<file path="src/hw/rtl/ssfc_pkg.sv">
// Shared types, codes and constants for the seismic sample format converter.
package ssfc_pkg;

    typedef enum logic [1:0] {
        FMT_IBM   = 2'd0,
        FMT_INT32 = 2'd1,
        FMT_INT16 = 2'd2,
        FMT_IEEE  = 2'd3
    } fmt_t;

    typedef enum logic [1:0] {
        ST_OK    = 2'd0,
        ST_SAT   = 2'd1,
        ST_ROUND = 2'd2,
        ST_NAN   = 2'd3
    } status_t;

    typedef enum logic [2:0] {
        OP_IBM_DEC,
        OP_INT_DEC,
        OP_IEEE_PASS,
        OP_IBM_ENC,
        OP_INT32_ENC,
        OP_INT16_ENC
    } op_t;

    typedef struct packed {
        logic        cmd;
        logic [31:0] data_in;
        logic        last_in;
    } in_item_t;

    typedef struct packed {
        logic [31:0] data_out;
        logic [1:0]  status;
        logic        last_out;
    } out_item_t;

    // Classified work handed from the front end to the back end.
    typedef struct packed {
        op_t         op;
        logic        sign;
        logic [31:0] mag;    // integer magnitude for integer decode
        logic [31:0] word;
        logic        last;
    } work_t;

    localparam logic [1:0]  ADDR_SAMPLE_FORMAT = 2'd0;
    localparam logic [31:0] F_EXP_MASK = 32'h7f800000;
    localparam logic [31:0] F_MAN_MASK = 32'h007fffff;
    localparam int          IBM_BIAS   = 64;

    // Position of the highest set bit (0 when zero).
    function automatic logic [5:0] msb32(input logic [31:0] v);
        logic [5:0] p;
        p = '0;
        for (int i = 0; i < 32; i++)
        begin
            if (v[i])
            begin
                p = 6'(i);
            end
        end
        return p;
    endfunction

endpackage

</file>
<file path="src/hw/rtl/ssfc_front.sv">
// Front end: accepts input beats, picks the operation and prepares operands.
module ssfc_front (
    input  logic               clk,
    input  logic               rst_n,
    input  logic [1:0]         fmt,
    input  logic               in_valid,
    output logic               in_ready,
    input  ssfc_pkg::in_item_t in_item,
    output logic               wk_valid,
    input  logic               wk_ready,
    output ssfc_pkg::work_t    wk
);
    import ssfc_pkg::*;

    logic  valid_reg;
    work_t wk_reg;
    work_t wk_next;

    assign in_ready = !valid_reg || wk_ready;
    assign wk_valid = valid_reg;
    assign wk       = wk_reg;

    always_comb
    begin
        wk_next      = '0;
        wk_next.word = in_item.data_in;
        wk_next.last = in_item.last_in;
        wk_next.op   = OP_IEEE_PASS;
        if (!in_item.cmd)
        begin
            case (fmt)
                FMT_IBM:   wk_next.op = OP_IBM_DEC;
                FMT_INT32:
                begin
                    wk_next.op   = OP_INT_DEC;
                    wk_next.sign = in_item.data_in[31];
                    wk_next.mag  = in_item.data_in[31] ? (32'd0 - in_item.data_in)
                                                       : in_item.data_in;
                end
                FMT_INT16:
                begin
                    wk_next.op   = OP_INT_DEC;
                    wk_next.sign = in_item.data_in[15];
                    wk_next.mag  = in_item.data_in[15]
                        ? (32'h10000 - {16'd0, in_item.data_in[15:0]})
                        : {16'd0, in_item.data_in[15:0]};
                end
                default:   wk_next.op = OP_IEEE_PASS;
            endcase
        end
        else
        begin
            case (fmt)
                FMT_IBM:   wk_next.op = OP_IBM_ENC;
                FMT_INT32: wk_next.op = OP_INT32_ENC;
                FMT_INT16: wk_next.op = OP_INT16_ENC;
                default:   wk_next.op = OP_IEEE_PASS;
            endcase
        end
    end

    always_ff @(posedge clk or negedge rst_n)
    begin
        if (!rst_n)
        begin
            valid_reg <= 1'b0;
        end
        else if (in_ready)
        begin
            valid_reg <= in_valid;
        end
    end

    always_ff @(posedge clk)
    begin
        if (in_ready && in_valid)
        begin
            wk_reg <= wk_next;
        end
    end

endmodule

</file>
<file path="src/hw/rtl/ssfc_queue.sv">
// Two-entry queue between the front end and the back end.
module ssfc_queue (
    input  logic            clk,
    input  logic            rst_n,
    input  logic            wr_valid,
    output logic            wr_ready,
    input  ssfc_pkg::work_t wr_data,
    output logic            rd_valid,
    input  logic            rd_ready,
    output ssfc_pkg::work_t rd_data
);
    import ssfc_pkg::*;

    work_t      mem_reg [2];
    logic       wp_reg;
    logic       rp_reg;
    logic [1:0] cnt_reg;
    logic       push;
    logic       pop;

    assign wr_ready = cnt_reg != 2'd2;
    assign rd_valid = cnt_reg != 2'd0;
    assign rd_data  = mem_reg[rp_reg];
    assign push     = wr_valid && wr_ready;
    assign pop      = rd_valid && rd_ready;

    always_ff @(posedge clk or negedge rst_n)
    begin
        if (!rst_n)
        begin
            wp_reg  <= 1'b0;
            rp_reg  <= 1'b0;
            cnt_reg <= 2'd0;
        end
        else
        begin
            if (push)
            begin
                wp_reg <= !wp_reg;
            end
            if (pop)
            begin
                rp_reg <= !rp_reg;
            end
            cnt_reg <= cnt_reg + 2'(push) - 2'(pop);
        end
    end

    always_ff @(posedge clk)
    begin
        if (push)
        begin
            mem_reg[wp_reg] <= wr_data;
        end
    end

endmodule

</file>
<file path="src/hw/rtl/ssfc_back.sv">
// Back end: performs the conversion and holds the result in an output register.
module ssfc_back (
    input  logic                clk,
    input  logic                rst_n,
    input  logic                wk_valid,
    output logic                wk_ready,
    input  ssfc_pkg::work_t     wk,
    output logic                out_valid,
    input  logic                out_ready,
    output ssfc_pkg::out_item_t out_item
);
    import ssfc_pkg::*;

    logic      valid_reg;
    out_item_t res_reg;
    out_item_t res_next;

    logic        sign;
    logic [7:0]  fe;
    logic [22:0] fm;
    logic        is_nan;
    logic        is_inf;

    // IBM decode
    logic [23:0] ibm_f;
    logic [4:0]  ibm_p;
    logic signed [10:0] ibm_e;
    logic [23:0] ibm_mant;
    logic [5:0]  dsh;
    logic [23:0] dq;
    logic [24:0] drem;
    logic [24:0] dhalf;
    logic [24:0] dq_r;

    // Integer decode
    logic [4:0]  ip;
    logic [4:0]  ish;
    logic [31:0] iq;
    logic [31:0] irem;
    logic [31:0] ihalf;
    logic [24:0] iq_r;
    logic [7:0]  iexp;
    logic [31:0] inorm;

    // IEEE encode common
    logic [23:0] em;
    logic [8:0]  ee;
    logic [4:0]  emsb;
    logic signed [10:0] eb;
    logic signed [10:0] eh;
    logic signed [10:0] esh;
    logic [23:0] ef;
    logic        elost;

    // Integer encode
    logic signed [10:0] k;
    logic [40:0] imag;
    logic        ilost;
    logic [31:0] ires;
    logic [1:0]  ist;
    logic [32:0] lim;

    assign wk_ready  = !valid_reg || out_ready;
    assign out_valid = valid_reg;
    assign out_item  = res_reg;

    always_comb
    begin
        sign   = wk.word[31];
        fe     = wk.word[30:23];
        fm     = wk.word[22:0];
        is_nan = (fe == 8'hff) && (fm != '0);
        is_inf = (fe == 8'hff) && (fm == '0);

        ibm_f    = wk.word[23:0];
        ibm_p    = 5'(msb32({8'd0, ibm_f}));
        ibm_e    = 11'($signed({6'd0, ibm_p})) - 11'sd24
                 + 11'($signed({1'b0, wk.word[30:24], 2'b00})) - 11'sd256 + 11'sd127;
        ibm_mant = ibm_f << (5'd23 - ibm_p);
        dsh      = 6'(11'sd1 - ibm_e);
        dq       = ibm_mant >> dsh;
        drem     = {1'b0, ibm_mant} & ((25'd1 << dsh) - 25'd1);
        dhalf    = 25'd1 << (dsh - 6'd1);
        dq_r     = {1'b0, dq} + 25'((drem > dhalf) || (drem == dhalf && dq[0]));

        ip    = 5'(msb32(wk.mag));
        ish   = (ip > 5'd23) ? (ip - 5'd23) : 5'd0;
        iq    = wk.mag >> ish;
        irem  = wk.mag & ((32'd1 << ish) - 32'd1);
        ihalf = (ish == 5'd0) ? 32'd0 : (32'd1 << (ish - 5'd1));
        iq_r  = 25'(iq) + 25'((ish != 5'd0) &&
                ((irem > ihalf) || (irem == ihalf && iq[0])));
        iexp  = 8'(ip) + 8'd127 + 8'(iq_r[24]);
        inorm = (ip <= 5'd23) ? (wk.mag << (5'd23 - ip)) : 32'(iq_r);

        em   = (fe == 8'd0) ? {1'b0, fm} : {1'b1, fm};
        ee   = (fe == 8'd0) ? 9'd1 : {1'b0, fe};
        emsb = 5'(msb32({8'd0, em}));
        eb   = 11'($signed({2'b0, ee})) - 11'sd150 + 11'($signed({6'd0, emsb})) + 11'sd1;
        eh   = ((eb + 11'sd163) >>> 2) - 11'sd40;
        esh  = 11'($signed({2'b0, ee})) - 11'sd126 - (eh <<< 2);
        if (esh >= 0)
        begin
            ef    = em << esh[4:0];
            elost = 1'b0;
        end
        else
        begin
            ef    = em >> 5'(-esh);
            elost = (em & ((24'd1 << 5'(-esh)) - 24'd1)) != '0;
        end

        k = 11'($signed({2'b0, ee})) - 11'sd150;
        if (k > 11'sd8)
        begin
            imag  = 41'd1 << 40;
            ilost = 1'b0;
        end
        else if (k >= 0)
        begin
            imag  = 41'(em) << k[3:0];
            ilost = 1'b0;
        end
        else if (k <= -11'sd32)
        begin
            imag  = '0;
            ilost = em != '0;
        end
        else
        begin
            imag  = 41'(em >> 5'(-k));
            ilost = (em & ((24'd1 << 5'(-k)) - 24'd1)) != '0;
        end
        lim  = (wk.op == OP_INT16_ENC) ? 33'h8000 : 33'h80000000;
        ist  = ilost ? ST_ROUND : ST_OK;
        if (is_nan)
        begin
            ires = '0;
            ist  = ST_NAN;
        end
        else if (sign)
        begin
            if (is_inf || imag > 41'(lim))
            begin
                ires = 32'(33'd0 - lim);
                ist  = ST_SAT;
            end
            else
            begin
                ires = 32'd0 - imag[31:0];
            end
        end
        else if (is_inf || imag > 41'(lim - 33'd1))
        begin
            ires = 32'(lim - 33'd1);
            ist  = ST_SAT;
        end
        else
        begin
            ires = imag[31:0];
        end
        if (wk.op == OP_INT16_ENC)
        begin
            ires = {16'd0, ires[15:0]};
        end

        res_next          = '0;
        res_next.last_out = wk.last;
        case (wk.op)
            OP_IBM_DEC:
            begin
                if (ibm_f == '0)
                begin
                    res_next.data_out = {sign, 31'd0};
                end
                else if (ibm_e >= 11'sd255)
                begin
                    res_next.data_out = {sign, 31'h7f800000};
                    res_next.status   = ST_SAT;
                end
                else if (ibm_e >= 11'sd1)
                begin
                    res_next.data_out = {sign, ibm_e[7:0], ibm_mant[22:0]};
                end
                else
                begin
                    res_next.status = ST_ROUND;
                    // A right shift of 25 or more leaves nothing to round up.
                    if (ibm_e <= -11'sd24)
                    begin
                        res_next.data_out = {sign, 31'd0};
                    end
                    else
                    begin
                        res_next.data_out = {sign, 31'(dq_r)};
                    end
                end
            end
            OP_INT_DEC:
            begin
                if (wk.mag == '0)
                begin
                    res_next.data_out = '0;
                end
                else
                begin
                    res_next.data_out = {wk.sign, iexp, inorm[22:0]};
                    res_next.status   = ((ish != 5'd0) && (irem != '0)) ? ST_ROUND : ST_OK;
                end
            end
            OP_IBM_ENC:
            begin
                if (fe == 8'hff)
                begin
                    res_next.data_out = {sign, 31'h7fffffff};
                    res_next.status   = is_nan ? ST_NAN : ST_SAT;
                end
                else if (fe == 8'd0 && fm == '0)
                begin
                    res_next.data_out = {sign, 31'd0};
                end
                else
                begin
                    res_next.data_out = {sign, 7'(eh + 11'sd64), ef};
                    res_next.status   = elost ? ST_ROUND : ST_OK;
                end
            end
            OP_INT32_ENC, OP_INT16_ENC:
            begin
                res_next.data_out = ires;
                res_next.status   = ist;
            end
            default:
            begin
                res_next.data_out = wk.word;
                res_next.status   = is_nan ? ST_NAN : ST_OK;
            end
        endcase
    end

    always_ff @(posedge clk or negedge rst_n)
    begin
        if (!rst_n)
        begin
            valid_reg <= 1'b0;
        end
        else if (wk_ready)
        begin
            valid_reg <= wk_valid;
        end
    end

    always_ff @(posedge clk)
    begin
        if (wk_ready && wk_valid)
        begin
            res_reg <= res_next;
        end
    end

endmodule

</file>
<file path="src/hw/rtl/seismic_sample_format_converter.sv">
// An accepted input beat passes the front register, the two-entry queue and the
// back output register in that order. Throughput: one sample per cycle while
// out_ready holds; the front register, the queue and the back register each stall on their own.
// Reset (rst_n, asynchronous, active low) empties all stages and sets the
// sample format to IBM hex float.
// Top level of the seismic sample format converter.
module seismic_sample_format_converter (
    input  logic                 clk,
    input  logic                 rst_n,
    input  logic                 in_valid,
    output logic                 in_ready,
    input  ssfc_pkg::in_item_t   in_data,
    output logic                 out_valid,
    input  logic                 out_ready,
    output ssfc_pkg::out_item_t  out_data,
    input  logic                 psel,
    input  logic                 penable,
    input  logic                 pwrite,
    input  logic [1:0]           paddr,
    input  logic [31:0]          pwdata,
    output logic [31:0]          prdata,
    output logic                 pready
);
    import ssfc_pkg::*;

    logic [1:0] fmt_reg;
    logic       f_valid;
    logic       f_ready;
    work_t      f_wk;
    logic       q_valid;
    logic       q_ready;
    work_t      q_wk;

    assign pready = 1'b1;
    assign prdata = (paddr == ADDR_SAMPLE_FORMAT) ? {30'd0, fmt_reg} : 32'd0;

    always_ff @(posedge clk or negedge rst_n)
    begin
        if (!rst_n)
        begin
            fmt_reg <= FMT_IBM;
        end
        else if (psel && penable && pwrite && paddr == ADDR_SAMPLE_FORMAT)
        begin
            fmt_reg <= pwdata[1:0];
        end
    end

    ssfc_front u_front (
        .clk      (clk),
        .rst_n    (rst_n),
        .fmt      (fmt_reg),
        .in_valid (in_valid),
        .in_ready (in_ready),
        .in_item  (in_data),
        .wk_valid (f_valid),
        .wk_ready (f_ready),
        .wk       (f_wk)
    );

    ssfc_queue u_queue (
        .clk      (clk),
        .rst_n    (rst_n),
        .wr_valid (f_valid),
        .wr_ready (f_ready),
        .wr_data  (f_wk),
        .rd_valid (q_valid),
        .rd_ready (q_ready),
        .rd_data  (q_wk)
    );

    ssfc_back u_back (
        .clk       (clk),
        .rst_n     (rst_n),
        .wk_valid  (q_valid),
        .wk_ready  (q_ready),
        .wk        (q_wk),
        .out_valid (out_valid),
        .out_ready (out_ready),
        .out_item  (out_data)
    );

`ifndef ASSERT_OFF
    a_fmt_hold: assert property (@(posedge clk) disable iff (!rst_n)
        !(psel && penable && pwrite) |=> $stable(fmt_reg))
        else $error("format register changed without a write");
    a_out_hold: assert property (@(posedge clk) disable iff (!rst_n)
        out_valid && !out_ready |=> out_valid && $stable(out_data))
        else $error("result beat changed while stalled");
    a_front_hold: assert property (@(posedge clk) disable iff (!rst_n)
        f_valid && !f_ready |=> f_valid)
        else $error("front end dropped a pending beat");
`endif

endmodule

</file>
<file path="config.mk">
export PLATFORM = sky130hd
export DESIGN_NAME = seismic_sample_format_converter
export DESIGN_NICKNAME = d
export VERILOG_FILES = /design/src/hw/rtl/ssfc_pkg.sv /design/src/hw/rtl/ssfc_front.sv /design/src/hw/rtl/ssfc_queue.sv /design/src/hw/rtl/ssfc_back.sv /design/src/hw/rtl/seismic_sample_format_converter.sv
export SDC_FILE = /design/constraint.sdc
export NUM_CORES = 1
export LEC_CHECK = 0
export ABC_AREA = 1
export BUFFER_PORTS_ARGS = -buffer_cell sky130_fd_sc_hd__buf_4
export CAP_MARGIN = 10
export CELL_PAD_IN_SITES_DETAIL_PLACEMENT = 1
export CELL_PAD_IN_SITES_GLOBAL_PLACEMENT = 1
export CORE_ASPECT_RATIO = 0.9
export CORE_UTILIZATION = 41
export DETAILED_ROUTE_END_ITERATION = 16
export PLACE_DENSITY_LB_ADDON = 0.3
export SLEW_MARGIN = 20
export SYNTH_ARGS = -nofsm -noshare
export SYNTH_HDL_FRONTEND = slang
export SYNTH_SLANG_ARGS = --single-unit
</file>
<file path="constraint.sdc">
create_clock -name clk -period 9.7 [get_ports clk]
set_input_delay 2.91 -clock clk [delete_from_list [all_inputs] [get_ports clk]]
set_output_delay 2.91 -clock clk [all_outputs]
set_load 0.01 [all_outputs]
</file>
Yosys cells after proc, flatten, opt, wreduce, memory -nomap -nowiden
Memory sizes are Yosys's and may differ from the RTL's.
Index checks and enable logic that the tools add are counted.
{ "word_totals": {"regBits": 112, "ramBits": 138, "in_bits": 75, "output_inout_bits": 70, "word_cells": 258, "memories": 1} }
{ "memory_table": {"columns": ["name", "depth", "width", "read_ports", "rd_clocked_by_memory_dff", "write_ports", "line_no", "source"], "rows": [
  ["u_queue.mem_reg", 2, 69, 1, 0, 1, "ssfc_queue.sv:14", "work_t mem_reg [2];"]
]} }
{ "op_classes": {"n_addsub": 36, "magnitude_cmp": 13, "eq_ne": 10, "n_shift": 14, "muxes": 126, "bitwise": 4, "reduce_logical": 40} }
{ "ops": {"columns": ["op", "count"], "rows": [
  ["$mux 32", 10],
  ["$mux 5", 46],
  ["$pmux 34 s4", 1],
  ["$mux 41", 3],
  ["$sub 1x32->32 const A", 3],
  ["$mux 31", 3],
  ["$reduce_bool 24->1", 3],
  ["$mux 33", 2],
  ["$pmux 33 s2", 1],
  ["$mux 4", 16],
  ["$shl 1x5->32 const A", 2],
  ["$sub 32x1->32 const B", 2],
  ["$shl 1x6->25 const A", 2],
  ["$and 24x24->24", 2],
  ["$mux 24", 2],
  ["$shl 1x5->24 const A", 2],
  ["$shl 24x5->24", 2],
  ["$sub 24x1->24 const B", 2],
  ["$gt 41x33->1", 1],
  ["$gt 41x41->1", 1],
  ["$shl 24x4->41", 1],
  ["$shr 24x5->41", 1],
  ["$mux 2", 19],
  ["$sub 33x1->34 const B", 1],
  ["74 further kinds", 115]
]} }

Logic depth before layout (Yosys ltp)
Gate-level depths: netlist of run 1.
An unclocked memory read counts as a cell.
{ "logic_depth": {"ltp_word": 45, "mapped_depth": 80, "depth_no_buf": 76} }

By module
A second synthesis of run 1 with hierarchy kept.
{ "unflattened": {"hier_cells": 5187, "hier_area_um2": 31551.5} }
{ "modules_own_cells": {"columns": ["mod", "instances", "cells_per_inst", "area_each_um2", "seq_area_each_um2"], "rows": [
  ["ssfc_back", 1, 4365, 22285.1, 1076.0],
  ["ssfc_queue", 1, 392, 5252.5, 4244.1],
  ["ssfc_front", 1, 379, 3641.0, 2097.0],
  ["seismic_sample_format_converter", 1, 51, 372.9, 50.0]
]} }

Worst setup path after synthesis of run 1
Ideal clock, no wire load.
{ "synth_timing": {"kind": "reg2reg", "startpoint": "reg u_queue.rp_reg", "endpoint": "reg u_back.res_reg, in the netlist u_back.out_item[23] (data pin)", "setup_time_ps": 257, "arrival_ps": 9114, "required_ps": 9443, "path_slack_ps": 329, "stages_incl_launch_ff": 69, "path_buffers": 5, "synth_period_minus_slack_ps": 9371, "cell_sequence": "dfrtp_1 inv_2 buf_6 buf_6 buf_2 or2_2 o21ai_2 inv_1 nor2_1 nand2_1 nor2_1 inv_2 nor2_2 inv_2 nor2_4 buf_2 ha_1 inv_1 [... 33 more ...] nand4_1 nor4_1 and2_1 nor2_1 nand2_1 o311ai_0 inv_1 ha_1 ha_1 nand4_1 nor2_1 nand3_1 nor2_1 nand2_1 nor2_1 nor2_1 nor2_1 a21oi_1"} }
{ "synth_rtl": {"columns": ["item", "line_no", "source"], "rows": [
  ["start, declared", "ssfc_queue.sv:16", "logic rp_reg;"],
  ["start signal, assigned", "ssfc_queue.sv:43", "rp_reg <= !rp_reg;"],
  ["end signal, assigned", "ssfc_back.sv:257", "res_reg <= res_next;"],
  ["end, declared", "ssfc_back.sv:15", "out_item_t res_reg;"]
]} }

==> flow_summary.yaml, run 1 <==
worst_hold_path:
  hp-start: "u_front.wk[49]$_SDFFCE_PP0P_"
  hold_end: "u_queue.mem_reg[0][49]$_DFFE_PP_"
  min_path_type: "flip-flop to flip-flop"
  whs_path_depth: 0
clocking:
  clockBufferDepth: 3
  clock-sinks: 250
  cts_root_buf: "clkbuf_16"
  cts_tree: "built"
  clk_pin_slew_ns: 0.07
  numCtsBuffers: 28
  cts_htree_levels: 1
  insertion_delay_ns: 0.60
  ctsHoldBuffers: 0
detailed_routing:
  ant_nets: 0
  drc: 0
  wire_per_inst_um: 23.45
  via_per_inst: 5.940
  dr.pass1.iters: 6
  drt-initial-drc-count: 3712
  wl_mm: 146.5
  vias: 37110
critical_path:
  critPathMaxFanout: 14
  rr_worst_depth: 65
  critical-path-max-stage-delay_ns: 0.49
  crit_arrival_ns: 9.59
  required_ns: 9.99
  cp_common_cell: "inv_1"
  regToRegSetupSlack_ns: 0.40
  reg2reg_to: "u_back.out_item[7]$_DFFE_PP_"
  startpoint_type: "flip-flop"
  crit_path_top_delay_cell: "dfrtp_2"
  worstSetupPathType: "flip-flop to flip-flop"
  crit-reg2reg-launch: "u_queue.rp_reg$_DFFE_PN0P_"
  endpoint_kind: "flip-flop"
global_route:
  overflow: 0
  antenna_found_initial: 3
  grt_pass1_wl_mm: 218.4
  grt_max_degree: 70
  track_usage_pct: 36.56
  grt_pass1_vias: 35660
timing:
  period_needed_ns: 9.296
  grt_setup_unrepaired: "true"
  finalSetupViolations: 0
  drv_slew: 0
  hold_viol_final: 0
  fmax_ghz: 0.1076
  max_slew.worst_pin.slew_ns: 1.031
  fin_crit_sh_pct: 95.83
  slew_headroom_pct: 30.78
  fin_skew_ns: 0.03726
synth:
  async_flop_share_pct: 3.200
  syn_area_sq_um: 31340
  netlist_top_cells_area: "edfxtp_1 (23%), nand2_1 (14%), nand3_1 (12%)"
  syn_inst: 5057
  yosys.area.top_type_share_pct: 23.18
  postSynthAreaPerCell_sq_um: 6.198
  synth_top_cell_by_area: "edfxtp_1"
  synth_most_common_cell: "nand2_1"
  synth_seq_cells: 250
  ys_warn_count: 0
  ys_types: 80
  synthFlopType: "edfxtp_1"
  synth_edf_count: 242
  synth_common_cells: "nand2_1 (1,184), nand3_1 (742), nor2_1 (590), inv_1 (527), o21ai_0 (327)"
  ys_seq_area_share_pct: 23.82
job:
  cap_viol_max_count: 0
cells_and_area:
  fin_area_sq_um: 35500
  area_delta_synth_final_pct: 13.26
  drive_gt1_share_pct: 13.46
  n_fill_cell: 10320
  largest_reg_flops: 138
  num-nets-final: 5423
placed_design:
  port_buffers: 83
  place_area_sq_um: 33760
  place_hpwl_mm: 116.7
  routabilityCongestion: 1.005
floorplanning:
  io_pins: 145
  start_util_pct: 41.72
  die_area_sq_um: 77560
  fp.coreArea_sq_um: 75120
  die_w_um: 293.5
  die_height_um: 264.3
  rows: 95
run_status:
  status: "completed"
-- layout by cell type (no fill, tap or decap), types with 92 or more instances in the layout --
cell,synthesis,layout
a21oi_1,189,185
buf_4,45,307
edfxtp_1,242,242
ha_1,138,123
inv_1,527,522
nand2_1,1184,1169
nand3_1,742,732
nand4_1,113,113
nor2_1,590,559
o21ai_0,327,323
o21ai_1,92,92
-- worst max path at each step --
stage / slack, ns / to / start / cells after the start
after global routing: -0.20 / u_back.out_item[30]$_DFFE_PP_ / u_queue.rp_reg$_DFFE_PN0P_ / 73
after detailed placement: -0.12 / u_back.out_item[15]$_DFFE_PP_ / u_queue.rp_reg$_DFFE_PN0P_ / 63
after CTS: 0.01 / u_back.out_item[23]$_DFFE_PP_ / u_queue.rp_reg$_DFFE_PN0P_ / 64
final: 0.40 / u_back.out_item[7]$_DFFE_PP_ / u_queue.rp_reg$_DFFE_PN0P_ / 65
after floorplan: 0.33 / u_back.out_item[23]$_DFFE_PP_ / u_queue.rp_reg$_DFFE_PN0P_ / 68
after global placement: 0.12 / u_back.out_item[23]$_DFFE_PP_ / u_queue.rp_reg$_DFFE_PN0P_ / 64
-- kinds of logic after synthesis --
group | Yosys count | share of synthesized area, %
other | 2 | 0.02396
multiplexers | 3 | 0.09581
adder cells (fa/ha/maj) | 141 | 5.700
flip-flops | 250 | 23.82
XOR/XNOR | 71 | 2.056
AND/OR/NAND/NOR | 2923 | 41.59
buffers and inverters | 833 | 11.22
AO/OA/AOI/OAI | 834 | 15.49
-- metrics by stage --
step / TNS [ns] / std cells / hold WS (ns) / setup WS, ns / utilization [%]
after floorplan: 0 / 5104 / 0.4215 / 0.3293 / -
after global placement: 0 / 6169 / 0.4238 / 0.1227 / 44.94
after detailed placement: -0.2247 / 6169 / 0.4363 / -0.1178 / 44.94
after CTS: 0 / 6222 / 0.4488 / 0.01387 / 46.28
after global routing: -0.9624 / 6247 / 0.4600 / -0.1991 / 47.25
final: 0 / 6248 / 0.4500 / 0.4043 / 47.26
-- layout make-up --
type                    count  area (sq um)  area share [%]
repair buffers            314          2437           6.866
clock buffers              32         715.7           2.016
flip-flops and latches    250          7468           21.04
clock inverters            20         251.5          0.7084
diodes                      1         2.502        0.007049
inverters                 592          2245           6.323
multi-input cells        4021         21110           59.45
well taps                1018          1274           3.588
-- critical path, delay by kind of cell, from the launching register on --
kind | cells | cell delay, ns
AOI/OAI and AO/OA | 5 | 0.71
DFF | 1 | 0.49
buffers and inverters | 18 | 1.74
adders and majority gates | 7 | 1.60
and+or+nand+nor | 32 | 3.83
xor gates and xnor gates | 3 | 0.59
-- timing repair --
item / 4_1_cts / 5_1_grt
setup buffers: 1 / 23
endpoints found under the setup margin: 6 / 31
resized for setup: 8 / 130
cloned: 0 / 2
pin swaps: 2 / 24
-- per-layer routing --
metal / wire, um / global-route usage [%] / up-vias
met4: 6917 / 14.84 / 4
met2: 66910 / 59.23 / 1451
met5: 27 / 0 / -
met1: 62910 / 49.53 / 18070
met3: 9735 / 3.870 / 294
li1: - / - / 17290
Power of run 1 is not shown: default switching activity piles up to over one toggle a cycle in this logic, so the estimate is an artifact.
==> inputs of run 2 (changes only) <==
--- a/config.mk
+++ b/config.mk
@@ -10,11 +10,12 @@
 export CAP_MARGIN = 10
 export CELL_PAD_IN_SITES_DETAIL_PLACEMENT = 1
 export CELL_PAD_IN_SITES_GLOBAL_PLACEMENT = 1
-export CORE_ASPECT_RATIO = 0.9
+export CORE_ASPECT_RATIO = 1.4
 export CORE_UTILIZATION = 41
 export DETAILED_ROUTE_END_ITERATION = 16
 export PLACE_DENSITY_LB_ADDON = 0.3
 export SLEW_MARGIN = 20
 export SYNTH_ARGS = -nofsm -noshare
 export SYNTH_HDL_FRONTEND = slang
+export SYNTH_HIERARCHICAL = 1
 export SYNTH_SLANG_ARGS = --single-unit
==> run 2 against run 1 <==
  * Non-clock buffer count rose by 88
  * Sequential cell count did not move
  * Global-route usage is 2.0 points higher
  * Via count is 2.5% higher
  * Worst setup slack got worse by 0.23 ns
  * Hold slack got worse by 0.0022 ns
  * Register-to-register slack got worse by 0.23 ns
  * Cell count rose by 2.1%
  * Final area grew 1.9%
==> flow_summary.yaml, run 2 <==
run_status:
  status: "completed"
clocking:
  cts_tree: "built"
  clock-sinks: 250
  clk_pin_slew_ns: 0.07
  ctsHoldBuffers: 0
  numCtsBuffers: 26
  cts_root_buf: "clkbuf_16"
  cts_htree_levels: 1
  insertion_delay_ns: 0.60
  clockBufferDepth: 3
synth:
  synth_most_common_cell: "nand2_1"
  syn_area_sq_um: 31550
  ys_warn_count: 6
  postSynthAreaPerCell_sq_um: 6.083
  synth_common_cells: "nand2_1 (1,453), nand3_1 (708), nor2_1 (555), inv_1 (484), o21ai_0 (264)"
  synth_edf_count: 242
  async_flop_share_pct: 3.200
  ys_seq_area_share_pct: 23.67
  netlist_top_cells_area: "edfxtp_1 (23%), nand2_1 (17%), nand3_1 (11%)"
  ys_types: 70
  synth_top_cell_by_area: "edfxtp_1"
  synthFlopType: "edfxtp_1"
  synth_seq_cells: 250
  yosys.area.top_type_share_pct: 23.03
  syn_inst: 5187
floorplanning:
  rows: 120
  io_pins: 145
  fp.coreArea_sq_um: 76270
  die_w_um: 236.5
  die_height_um: 330.2
  start_util_pct: 41.37
  die_area_sq_um: 78080
cells_and_area:
  layout.cells.non_filler: 6382
  drive_gt1_share_pct: 14.74
  regArea_sq_um: 7468
  num-nets-final: 5602
  diodes: 0
  area_delta_synth_final_pct: 14.67
  largest_reg_flops: 138
  final_cell_mix: "nand2_1 (1,426), nand3_1 (698), nor2_1 (528)"
  n_fill_cell: 10450
  final_common_cell: "nand2_1"
  multiInputGateArea_sq_um: 21270
global_route:
  grt_pass1_vias: 37930
  track_usage_pct: 38.57
  overflow: 0
  antenna_found_initial: 1
  grt_max_degree: 70
  grt_pass1_wl_mm: 228.5
timing:
  hold_viol_final: 0
  grt_setup_unrepaired: "true"
  slew_headroom_pct: 25.22
  fin_ws_ns: 0.1710
  fin_skew_ns: 0.04946
  finalSetupViolations: 0
  fin_crit_sh_pct: 98.24
  drv_slew: 0
  fmax_ghz: 0.1049
  max_slew.worst_pin.slew_ns: 1.111
  period_needed_ns: 9.529
critical_path:
  crit_arrival_ns: 9.88
  endpoint_kind: "flip-flop"
  required_ns: 10.05
  crit_path_top_delay_cell: "dfrtp_2"
  rr_worst_depth: 59
  critPathMaxFanout: 10
  regToRegSetupSlack_ns: 0.17
  startpoint_type: "flip-flop"
  worstSetupPathType: "flip-flop to flip-flop"
  critical-path-max-stage-delay_ns: 0.46
  crit-reg2reg-launch: "u_queue/rp_reg$_DFFE_PN0P_"
  cp_common_cell: "buf_4"
  reg2reg_to: "u_back/out_item[13]$_DFFE_PP_"
placed_design:
  pre_cts_slack_ns: -0.5958
  place_hpwl_mm: 124.9
  routabilityCongestion: 1.041
  dpl.cell_count: 6303
  port_buffers: 83
worst_hold_path:
  hp-start: "u_front/wk[47]$_SDFFCE_PP0P_"
  whs_path_depth: 0
  min_path_type: "flip-flop to flip-flop"
  hold_end: "u_queue/mem_reg[0][47]$_DFFE_PP_"
job:
  cap_viol_max_count: 0
detailed_routing:
  vias: 38040
  wire_per_inst_um: 24.55
  wl_mm: 156.7
  drt-initial-drc-count: 2963
  via_per_inst: 5.960
  drc: 0
  ant_nets: 0
  dr.pass1.iters: 6
-- run 2: cell types whose count changed after synthesis, sizes merged, moves of 8 or more --
| cell | delta |
|---|---|
| nand2 | +261 |
| or2 | -63 |
| a21oi | +46 |
| o21ai | -36 |
| nand3 | -29 |
| clkbuf | +20 |
| nor2 | -20 |
| nor3 | -18 |
| nand4 | +10 |
| a311oi | -9 |
| clkinv | -8 |
-- run 2: repair_timing --
item | CTS | global route
pin swaps | 1 | 59
endpoints found under the setup margin | 28 | 32
buffers inserted | 0 | 28
resized for setup | 17 | 169
gates cloned | 0 | 4
-- run 2: cell families after synthesis --
family,after synthesis,share of synthesized area (%)
simple gates,3060,42.69
buf+inv,842,11.32
compound gates,824,14.74
flops,250,23.67
fa+ha+maj,140,5.623
xor+xnor,60,1.689
mux,7,0.2221
other cells,4,0.04757
-- run 2: per-layer routing --
metal,share of wire (%),track usage (%),up-vias
met5,0.0083,0,-
met4,10,33.46,2
met3,5.4,4.747,604
met2,47,66.25,1473
met1,37,42.30,18280
li1,-,-,17680
-- run 2: worst max-delay path, delay by kind of cell (launching register included) --
family,cells,cell delay (ns)
buf+inv,16,2.02
simple gates,20,2.80
xor+xnor,2,0.50
flops,1,0.46
fa+ha+maj,7,1.72
compound gates,14,1.79
-- run 2: stage by stage --
| stage | hold slack [ns] | setup TNS, ns | util (%) | area, sq um |
|---|---|---|---|---|
| after global placement | 0.4221 | -1.601 | 45.05 | 34360 |
| after CTS | 0.4507 | 0 | 46.20 | 35240 |
| final | 0.4478 | 0 | 47.43 | 36180 |
| after global routing | 0.4536 | -2.921 | 47.43 | 36180 |
| after floorplan | 0.4215 | 0 | - | 31680 |
| after detailed placement | 0.4338 | -7.150 | 45.05 | 34360 |
-- run 2: worst max path at each step --
| stage | start | to | slack (ns) |
|---|---|---|---|
| after floorplan | u_queue/rp_reg$_DFFE_PN0P_ | u_back/out_item[15]$_DFFE_PP_ | 0.20 |
| after global placement | u_queue/rp_reg$_DFFE_PN0P_ | u_back/out_item[11]$_DFFE_PP_ | -0.33 |
| after detailed placement | u_queue/rp_reg$_DFFE_PN0P_ | u_back/out_item[11]$_DFFE_PP_ | -0.60 |
| after CTS | u_queue/rp_reg$_DFFE_PN0P_ | u_back/out_item[11]$_DFFE_PP_ | 0.009 |
| after global routing | u_queue/rp_reg$_DFFE_PN0P_ | u_back/out_item[27]$_DFFE_PP_ | -0.27 |
| final | u_queue/rp_reg$_DFFE_PN0P_ | u_back/out_item[13]$_DFFE_PP_ | 0.17 |
-- run 2: area by class of cell --
class                      instances  share of cell area, %
multi-input combinational       4128                  58.80
sequential                       250                  20.64
timing repair buffer             402                  8.919
inverter                         579                  6.045
tap                              976                  3.375
clock buffer                      27                  1.809
clock inverter                    20                 0.4081
Power of run 2 is left out for the same reason.
